File: config.mk
export PLATFORM = sky130hd
export DESIGN_NAME = quoted_literal_unescaper_top
export DESIGN_NICKNAME = d
export VERILOG_FILES = /design/src/sv/qlu_pkg.sv /design/src/sv/quoted_literal_unescaper_top.sv
export VERILOG_INCLUDE_DIRS = /design/src /design/src/sv
export SDC_FILE = /design/constraint.sdc
export NUM_CORES = 1
export LEC_CHECK = 0
export ABC_CLOCK_PERIOD_IN_PS = 3390
export BUFFER_PORTS_ARGS = -buffer_cell sky130_fd_sc_hd__buf_4
export CAP_MARGIN = 25
export CELL_PAD_IN_SITES_DETAIL_PLACEMENT = 1
export CELL_PAD_IN_SITES_GLOBAL_PLACEMENT = 1
export CORE_ASPECT_RATIO = 1.2
export CORE_MARGIN = 2
export CORE_UTILIZATION = 44
export DETAILED_ROUTE_END_ITERATION = 6
export PLACE_DENSITY_LB_ADDON = 0.15
export SLEW_MARGIN = 20
export SYNTH_ARGS = -nofsm -noshare
export SYNTH_HDL_FRONTEND = slang
export SYNTH_SLANG_ARGS = --single-unit
File: constraint.sdc
create_clock -name clk -period 3.39 [get_ports clk]
set_clock_uncertainty 0.05 [all_clocks]
set_input_delay 0 -clock clk [delete_from_list [all_inputs] [get_ports clk]]
set_output_delay 0 -clock clk [all_outputs]
set_load 0.05 [all_outputs]
File: src/sv/quoted_literal_unescaper_top_defines.svh
// Assertion macros shared by the quoted literal unescaper RTL.
`ifndef QUOTED_LITERAL_UNESCAPER_TOP_DEFINES_SVH
`define QUOTED_LITERAL_UNESCAPER_TOP_DEFINES_SVH

// Same-cycle implication, checked out of reset.
`define QLU_ASSERT_NOW(label, ante, cons) \
    label: assert property (@(posedge clk) disable iff (!rst_n) (ante) |-> (cons)) \
        else $error("qlu: same-cycle check failed");

// Next-cycle implication, checked out of reset.
`define QLU_ASSERT_NEXT(label, ante, cons) \
    label: assert property (@(posedge clk) disable iff (!rst_n) (ante) |=> (cons)) \
        else $error("qlu: next-cycle check failed");

`endif

File: src/sv/qlu_pkg.sv
// Types, codes and the escape decode for the quoted literal unescaper.
package qlu_pkg;

    localparam int LINE_BITS   = 20;
    localparam int COLUMN_BITS = 16;
    localparam int LENGTH_BITS = 16;

    typedef logic [LINE_BITS-1:0]   line_t;
    typedef logic [COLUMN_BITS-1:0] column_t;
    typedef logic [LENGTH_BITS-1:0] length_t;
    typedef logic [7:0]             char_t;
    typedef logic [2:0]             mode_t;
    typedef logic [2:0]             err_t;
    typedef logic [1:0]             op_t;

    localparam op_t OP_CONSUME   = 2'd0;
    localparam op_t OP_BEGIN_STR = 2'd1;
    localparam op_t OP_BEGIN_CHR = 2'd2;

    localparam mode_t M_IDLE      = 3'd0;
    localparam mode_t M_STR       = 3'd1;
    localparam mode_t M_STR_ESC   = 3'd2;
    localparam mode_t M_CHR_FIRST = 3'd3;
    localparam mode_t M_CHR_ESC   = 3'd4;
    localparam mode_t M_CHR_CLOSE = 3'd5;

    localparam err_t E_NONE     = 3'd0;
    localparam err_t E_ESCAPE   = 3'd1;
    localparam err_t E_UNCLOSED = 3'd2;
    localparam err_t E_LONE     = 3'd3;
    localparam err_t E_CHAR     = 3'd4;

    localparam char_t CH_NUL   = 8'h00;
    localparam char_t CH_BS    = 8'h08;
    localparam char_t CH_TAB   = 8'h09;
    localparam char_t CH_LF    = 8'h0A;
    localparam char_t CH_CR    = 8'h0D;
    localparam char_t CH_DQUOTE = 8'h22;
    localparam char_t CH_SQUOTE = 8'h27;
    localparam char_t CH_ZERO  = 8'h30;
    localparam char_t CH_BSLASH = 8'h5C;
    localparam char_t CH_LOW_B = 8'h62;
    localparam char_t CH_LOW_N = 8'h6E;
    localparam char_t CH_LOW_R = 8'h72;
    localparam char_t CH_LOW_T = 8'h74;

    typedef struct packed {
        logic  ok;
        char_t value;
    } esc_t;

    function automatic esc_t unescape(input char_t c);
        esc_t r;
        r.ok    = 1'b1;
        r.value = c;
        case (c)
            CH_BSLASH, CH_SQUOTE, CH_DQUOTE: r.value = c;
            CH_LOW_B: r.value = CH_BS;
            CH_LOW_T: r.value = CH_TAB;
            CH_LOW_R: r.value = CH_CR;
            CH_LOW_N: r.value = CH_LF;
            CH_ZERO:  r.value = CH_NUL;
            default:
            begin
                r.ok    = 1'b0;
                r.value = CH_NUL;
            end
        endcase
        return r;
    endfunction

endpackage

File: src/sv/quoted_literal_unescaper_top.sv
// Quoted literal unescaper: position tracking and string/char literal decode.
// One beat in, one beat out, at up to one beat per clock while the output is not
// stalled. A beat passes an input register and then a result register, where its
// result is presented; a stall holds it in either register.
// The mode, line, column and length registers update as a beat moves from the
// input register into the result register; that single update is the loop that
// sets the rate.
`include "quoted_literal_unescaper_top_defines.svh"

module quoted_literal_unescaper_top
    import qlu_pkg::*;
(
    input  logic    clk,
    input  logic    rst_n,
    input  logic    in_valid,
    output logic    in_stall,
    input  op_t     op,
    input  char_t   ch,
    input  logic    at_end,
    output logic    out_valid,
    input  logic    out_stall,
    output char_t   byte_out,
    output logic    byte_valid,
    output logic    literal_done,
    output err_t    error_code,
    output line_t   line_now,
    output column_t column_now,
    output length_t literal_length
);

    logic    s_valid_reg;
    op_t     s_op_reg;
    char_t   s_ch_reg;
    logic    s_end_reg;

    mode_t   mode_reg, mode_next;
    line_t   line_reg, line_next;
    column_t column_reg, column_next;
    length_t length_reg, length_next;
    char_t   held_reg, held_next;

    logic    o_valid_reg;
    char_t   o_byte_reg, o_byte_next;
    logic    o_bvalid_reg, o_bvalid_next;
    logic    o_done_reg, o_done_next;
    err_t    o_err_reg, o_err_next;

    logic    advance;
    char_t   c;
    esc_t    esc;

    assign advance  = !o_valid_reg || !out_stall;
    assign in_stall = s_valid_reg && !advance;

    // input register
    always_ff @(posedge clk or negedge rst_n)
    begin
        if (!rst_n)
        begin
            s_valid_reg <= 1'b0;
        end
        else if (!in_stall)
        begin
            s_valid_reg <= in_valid;
        end
    end

    always_ff @(posedge clk)
    begin
        if (in_valid && !in_stall)
        begin
            s_op_reg  <= op;
            s_ch_reg  <= ch;
            s_end_reg <= at_end;
        end
    end

    assign c   = s_end_reg ? CH_NUL : s_ch_reg;
    assign esc = unescape(c);

    always_comb
    begin
        mode_next     = mode_reg;
        line_next     = line_reg;
        column_next   = column_reg;
        length_next   = length_reg;
        held_next     = held_reg;
        o_byte_next   = CH_NUL;
        o_bvalid_next = 1'b0;
        o_done_next   = 1'b0;
        o_err_next    = E_NONE;

        if (s_op_reg == OP_BEGIN_STR || s_op_reg == OP_BEGIN_CHR)
        begin
            mode_next   = (s_op_reg == OP_BEGIN_STR) ? M_STR : M_CHR_FIRST;
            length_next = '0;
        end
        else if (s_op_reg == OP_CONSUME)
        begin
            if (!s_end_reg)
            begin
                if (c == CH_LF)
                begin
                    if (line_reg != '1)
                    begin
                        line_next = line_reg + line_t'(1);
                    end
                    column_next = column_t'(1);
                end
                else if (column_reg != '1)
                begin
                    column_next = column_reg + column_t'(1);
                end
            end

            case (mode_reg)
                M_IDLE:
                begin
                    mode_next = M_IDLE;
                end
                M_STR:
                begin
                    if (c == CH_DQUOTE)
                    begin
                        o_done_next = 1'b1;
                        mode_next   = M_IDLE;
                    end
                    else if (c inside {CH_LF, CH_NUL})
                    begin
                        o_err_next = (length_reg == '0) ? E_LONE : E_UNCLOSED;
                        mode_next  = M_IDLE;
                    end
                    else if (c == CH_BSLASH)
                    begin
                        mode_next = M_STR_ESC;
                    end
                    else
                    begin
                        o_byte_next   = c;
                        o_bvalid_next = 1'b1;
                        if (length_reg != '1)
                        begin
                            length_next = length_reg + length_t'(1);
                        end
                    end
                end
                M_STR_ESC:
                begin
                    if (!s_end_reg && esc.ok)
                    begin
                        o_byte_next   = esc.value;
                        o_bvalid_next = 1'b1;
                        if (length_reg != '1)
                        begin
                            length_next = length_reg + length_t'(1);
                        end
                        mode_next = M_STR;
                    end
                    else
                    begin
                        o_err_next = E_ESCAPE;
                        mode_next  = M_IDLE;
                    end
                end
                M_CHR_FIRST:
                begin
                    if (s_end_reg)
                    begin
                        o_err_next = E_CHAR;
                        mode_next  = M_IDLE;
                    end
                    else if (c == CH_BSLASH)
                    begin
                        mode_next = M_CHR_ESC;
                    end
                    else
                    begin
                        held_next = c;
                        mode_next = M_CHR_CLOSE;
                    end
                end
                M_CHR_ESC:
                begin
                    if (!s_end_reg && esc.ok)
                    begin
                        held_next = esc.value;
                        mode_next = M_CHR_CLOSE;
                    end
                    else
                    begin
                        o_err_next = E_ESCAPE;
                        mode_next  = M_IDLE;
                    end
                end
                M_CHR_CLOSE:
                begin
                    if (!s_end_reg && c == CH_SQUOTE)
                    begin
                        o_byte_next   = held_reg;
                        o_bvalid_next = 1'b1;
                        o_done_next   = 1'b1;
                        length_next   = length_t'(1);
                    end
                    else
                    begin
                        o_err_next = E_CHAR;
                    end
                    mode_next = M_IDLE;
                end
                default:
                begin
                    mode_next = M_IDLE;
                end
            endcase
        end
    end

    // state and result register
    always_ff @(posedge clk or negedge rst_n)
    begin
        if (!rst_n)
        begin
            o_valid_reg <= 1'b0;
            mode_reg    <= M_IDLE;
            line_reg    <= line_t'(1);
            column_reg  <= column_t'(1);
            length_reg  <= '0;
            held_reg    <= '0;
        end
        else if (advance)
        begin
            o_valid_reg <= s_valid_reg;
            if (s_valid_reg)
            begin
                mode_reg   <= mode_next;
                line_reg   <= line_next;
                column_reg <= column_next;
                length_reg <= length_next;
                held_reg   <= held_next;
            end
        end
    end

    always_ff @(posedge clk)
    begin
        if (advance && s_valid_reg)
        begin
            o_byte_reg   <= o_byte_next;
            o_bvalid_reg <= o_bvalid_next;
            o_done_reg   <= o_done_next;
            o_err_reg    <= o_err_next;
        end
    end

    assign out_valid      = o_valid_reg;
    assign byte_out       = o_byte_reg;
    assign byte_valid     = o_bvalid_reg;
    assign literal_done   = o_done_reg;
    assign error_code     = o_err_reg;
    assign line_now       = line_reg;
    assign column_now     = column_reg;
    assign literal_length = length_reg;

    // an error beat carries neither a byte nor done
    `QLU_ASSERT_NOW(a_err_excl, o_valid_reg && o_err_reg != E_NONE, !o_bvalid_reg && !o_done_reg)
    // position never drops to zero
    `QLU_ASSERT_NOW(a_pos_nonzero, 1'b1, line_reg != '0 && column_reg != '0)
    // a held input beat leaves the position untouched
    `QLU_ASSERT_NEXT(a_hold_pos, s_valid_reg && !advance, $stable(line_reg) && $stable(column_reg))
    // done on a byte beat only comes from a char literal, whose length is one
    `QLU_ASSERT_NOW(a_chr_len, o_valid_reg && o_done_reg && o_bvalid_reg,
        length_reg == length_t'(1))

endmodule
* Word level (Yosys, flattened, before mapping) *
Index checks and enable logic that the tools add are counted.

storage, ports and cells
  bits of input ports = 15
  flip-flop bits (word level) = 89
  word-level logic and storage cells = 127

cells by class
  $add $sub $neg = 3
  reduce and logical (&&, ||, !) cells = 29
  eq/ne operators = 28
  multiplexer cells = 50
  bitwise logic cells = 3

operator list
  operator                                       number
  two-way mux 16 bit                             10
  two-way mux 8 bit                              9
  case mux 16 bit (3 select lines)               1
  == test 8 x 7 -> 1 bit, second input constant  5
  case mux 8 bit (5 select lines)                1
  adder 16 x 1 -> 16 bit, second input constant  2
  inequality test 16 bit, second input constant  2
  two-way mux 3 bit                              9
  == test 8 x 6 -> 1 bit, second input constant  3
  case mux 3 bit (4 select lines)                2
  case mux 8 bit (3 select lines)                1
  adder 20 x 1 -> 20 bit, second input constant  1
  inequality test 20 bit, second input constant  1
  zero test 16 bit                               1
  case mux 8 bit (2 select lines)                1
  inequality test 3 bit, second input constant   5
  two-way mux 1 bit                              11
  AND reduction 9 bit                            1
  == test 8 x 4 -> 1 bit, second input constant  1
  zero test 8 bit                                1
  AND reduction 8 bit                            1
  nonzero test 2 bit                             4
  OR reduction 8 bit                             1
  AND reduction 7 bit                            1
  other kinds (20)                               38

* Longest topological paths before layout *
  depth in word-level cells = 9
  depth in mapped cells = 9
  mapped depth without buffers = 8

* Worst setup path after synthesis *
Ideal clock, no wire load.

  path kind = register to register
  start = reg s_ch_reg[3]
  end = reg length_reg[0] (netlist: literal_length[0])
  stages on the path, launching flop included = 9
  slack = 786 ps
  data arrival time = 2435 ps
  period minus slack after synthesis = 2604 ps
  path buffers = 2
  cells stage by stage = edfxtp_1 -> buf_6 -> or4b_1 -> buf_2 -> nor4_4 -> a22oi_1 -> a31o_4 -> or4b_1 -> and3_1

between the ends
  word-level cells in the longest chain between the ends = 7
  elaborated cells on any way between the ends = 22
  those cells by class = 14 x eq/ne; 2 x mux; 6 x reduce/logical

RTL lines
  item                                            line                                                RTL
  start: declaration                              quoted_literal_unescaper_top.sv:33                  char_t s_ch_reg;
  start signal: assignment                        quoted_literal_unescaper_top.sv:73                  s_ch_reg <= ch;
  two-way mux 8 bit *                             quoted_literal_unescaper_top.sv:78                  assign c = s_end_reg ? CH_NUL : s_ch_reg;
  == test 8 x 6 -> 1 bit (tied with other cells)  qlu_pkg.sv:56, quoted_literal_unescaper_top.sv:123
  OR reduction 8 bit (no source line)             --
  two-way mux 1 bit                               qlu_pkg.sv:56                                       case (c)
  logical AND 1 bit                               quoted_literal_unescaper_top.sv:149                 if (!s_end_reg && esc.ok)
  inequality test 3 bit (no source line)          --
  AND reduction 9 bit (no source line) *          --
  end signal: assignment                          quoted_literal_unescaper_top.sv:238                 length_reg <= length_next;
  end: declaration                                quoted_literal_unescaper_top.sv:39                  length_t length_reg, length_next;

Mark *: on every way between the ends. The rest lies on a longest branch, timed or not.
A chain may end at the register's enable or synchronous reset.

* Worst setup path in the final report *
  start = reg s_end_reg
  end = reg length_reg[14] (netlist: literal_length[14])

between the ends
  word-level cells in the longest chain between the ends = 7
  elaborated cells on any way between the ends = 23
  those cells by class = 14 x eq/ne; 2 x mux; 7 x reduce/logical

RTL lines
  item                                            line                                                RTL
  start: declaration                              quoted_literal_unescaper_top.sv:34                  logic s_end_reg;
  start signal: assignment                        quoted_literal_unescaper_top.sv:74                  s_end_reg <= at_end;
  two-way mux 8 bit                               quoted_literal_unescaper_top.sv:78
  == test 8 x 6 -> 1 bit (tied with other cells)  qlu_pkg.sv:56, quoted_literal_unescaper_top.sv:123
  OR reduction 8 bit (no source line)             --
  two-way mux 1 bit                               qlu_pkg.sv:56
  logical AND 1 bit                               quoted_literal_unescaper_top.sv:149
  inequality test 3 bit (no source line)          --
  AND reduction 9 bit (no source line) *          --

Marks and branches as above.

==> summary.md <==
| Metric | Value |
|---|---|
| Comb pwr share | 20.6% |
| Root Driver | clkbuf_16 |
| Sequential power share | 42.1% |
| DP Wirelength | 9320 um |
| Commonest non-fill, non-tap cell in the layout | buf_4 |
| CP Max Fanout | 19 |
| Synth cell types | 62 |
| Async set or reset register ratio after synthesis | 73.03% |
| Worst VDD drop | 0.3007 mV |
| FMAX | 336.4 MHz |
| Routed len/inst | 19.01 um |
| ANT nets after route | 0 |
| Share of cells above drive strength 1 | 21.48% |
| First DRT Iteration DRCs | 204 |
| Total gr overflow | 0 |
| Internal power | 0.002106 W |
| Tot Pwr | 0.003067 W |
| Number of flip-flops under the largest register name | 20 |
| Startpoint class of the critical path | register |
| Total number of vias | 4,142 |
| Worst-skew pair later-pin latency | 0.35 ns |
| Clock-pin slew on the worst setup and hold paths | 0.07 ns |
| Drc violations | 0 |
| LEAKAGE | 2.639 nW |
| Drt pass-1 iters | 4 |
| Vias in the first global route | 4,357 |
| Sw frac | 31.33% |
| Syn Nets | 503 |
| Final Setup Violations | 0 |
| Clock share of power | 37.3% |
| P per Cell Area | 507.5 nW/um^2 |
| Post-synth EDFFs | 24 |
| Ant diodes | 0 |
| H-tree levels | 3 |
| Number of buffers created by CTS | 9 |
| DIE WIDTH | 99.27 um |
| Ys flop type | dfrtp_1 |
| Psw | 0.0009608 W |
| Seq cells post-synth | 89 |
| Longest Clk Path Bufs | 2 |
| Final Cycle Share | 87.68% |
| Nets | 599 |
| Worst EP arrival | 3.15 ns |
| Core ar. | 10,570 sq um |
| GRT Total Usage | 23.77% |
| Crit Path Category | register to register |
| Hold Crit Class | primary input to async pin |
| Post-CTS Resized | 0 |
| Initial antenna violation count | 0 |
| Total negative setup slack | 0 ns |
| Pin count of the biggest net entering global routing | 66 |
| Unrepaired setup endpoints after global routing | no |
| IO Pins | 82 |
| CTS tree | done |
| CP Data Required Time | 3.57 ns |
| R2r setup slk | 0.42 ns |
| Hold Fails Final Rpt | 0 |
| Synthesized area | 4792 sq um |
| Placer congestion estimate | 0.9226 |
| Starting Density | 45.35% |
| Ys Warns | 0 |
| Vias/cell | 5.826 |
| Slew Viols, Final | 0 |
| Fin crit period | 2.972 ns |
| Seq/Total Area, Yosys | 49.03% |
| Most frequent cells in the layout | buf_4 (91), dfrtp_1 (63), nor2_1 (52), nand2_1 (40), nand3_1 (28) |
| Row cnt | 41 |
| CP Capture Type | register |
| Tightest Pin Transition | 0.8665 ns |
| Die area | 11,750 sq um |
| Outcome | finished clean |
| Sink Count | 89 |
| Routed wire length | 13,520 um |
| Die Span Y | 118.3 um |
| IO Port Bufs | 81 |
| Area grow syn2layout | 26.08% |
| Rel. slew slack | 42.23% |
| Post-Synthesis Cells | 481 |
| First-pass GRT wire length | 22,380 um |
| Max Cap Violations | 0 |
| Syn_area_per_cell | 9.963 sq um |
-- power by group through the flow --
stage          clock network (W)  logic, W  registers, W
2_1_floorplan                  0  0.000302       0.00141
3_3_place_gp                   0  0.000600       0.00130
3_5_place_dp                   0  0.000620       0.00131
4_1_cts                  0.00117  0.000639       0.00129
5_1_grt                  0.00121  0.000688       0.00130
6_report                 0.00114  0.000633       0.00129
-- per-layer routing --
metal  vias to the layer above  global-route usage [%]  wire (um)
met2                        88                   41.81       7092
li1                       1970                       -          -
met5                         -                       0          0
met1                      2069                   29.72       5708
met3                        15                   3.726        465
met4                         0                   7.363        249
-- logic make-up (layout without fill, tap and decap cells) --
logic type	after synthesis	after routing	synth area share, %
XOR/XNOR	36	36	6.580
adder cells (fa/ha/maj)	7	7	1.828
flip-flops	89	89	49.03
AO/OA/AOI/OAI	89	89	13.92
multiplexers	10	10	2.245
AND/OR/NAND/NOR	208	208	22.85
buffers and inverters	42	143	3.551
-- worst max-delay path, stage by stage, from the launching register on --
cell and delay [ns]:
edfxtp_1 0.54, or4b_1 0.71, nor4_4 0.34, a22oi_1 0.15, a31o_4 0.30, or2_1 0.43, o41ai_1 0.32
-- final timing paths --
path	endpoint	depth (start not counted)	start
min in group clk	s_ch_reg[4]$_DFFE_PP_	2	ch[4]
worst max register to register	literal_length[14]$_DFFE_PN0P_	6	s_end_reg$_DFFE_PP_
max in group asynchronous	line_now[16]$_DFFE_PN0P_	2	rst_n
worst max-delay path	literal_length[14]$_DFFE_PN0P_	6	s_end_reg$_DFFE_PP_
worst min-delay path	literal_length[5]$_DFFE_PN0P_	2	rst_n
worst min register to register	line_now[9]$_DFFE_PN0P_	1	line_now[9]$_DFFE_PN0P_
-- timing repair --
| item | 4_1_cts | 5_1_grt |
|---|---|---|
| hold endpoints to repair | 76 | 0 |
| hold buffers | 15 | 0 |
| buffers inserted | 0 | 0 |
-- stage by stage --
stage          hold slack (ns)  area [sq um]  utilization [%]  worst slack, ns  cells
2_1_floorplan          -0.3456          4792                -           0.7858    481
3_3_place_gp            0.1155          5542            52.44           0.5426    679
3_5_place_dp            0.1295          5547            52.49           0.4580    680
4_1_cts                 0.3051          6042            57.18           0.4368    711
5_1_grt                 0.3277          6042            57.18           0.2784    711
6_report                0.2723          6042            57.18           0.4176    711
-- layout make-up --
class	count	area, sq um
clock inverter	6	95.09
tap	129	161.4
fill	1177	4526
multi-input combinational	350	2272
inverter	20	75.07
sequential	89	2350
timing repair buffer	107	838.3
clock buffer	10	250.2
-- synthesized netlist by cell type (3+ instances only) --
master	n	area share (%)
dfrtp_1	63	33
nor2_1	52	4.1
nand2_1	40	3.1
nand3_1	28	2.9
edfxtp_1	24	15
inv_1	20	1.6
xor2_1	19	3.5
clkbuf_1	17	1.3
nand4_1	17	2.2
xnor2_1	17	3.1
a21oi_1	13	1.4
o311ai_0	12	2.2
nor2b_1	11	1.4
o31ai_1	10	1.6
and3_1	9	1.2
nor3_1	9	0.94
a31oi_1	8	1.0
a22oi_1	7	1.1
ha_1	7	1.8
nor4_1	7	0.91
o21ai_0	7	0.73
and4_1	6	1.1
mux2_2	6	1.4
nand2b_1	6	0.78
a211oi_1	5	0.78
mux2i_1	4	0.84
and2_1	3	0.39
buf_2	3	0.31
nand3b_1	3	0.47
nor3b_1	3	0.47
o21a_1	3	0.47
o32ai_1	3	0.55
or4b_1	3	0.63
(Power assumes the default switching activity.)
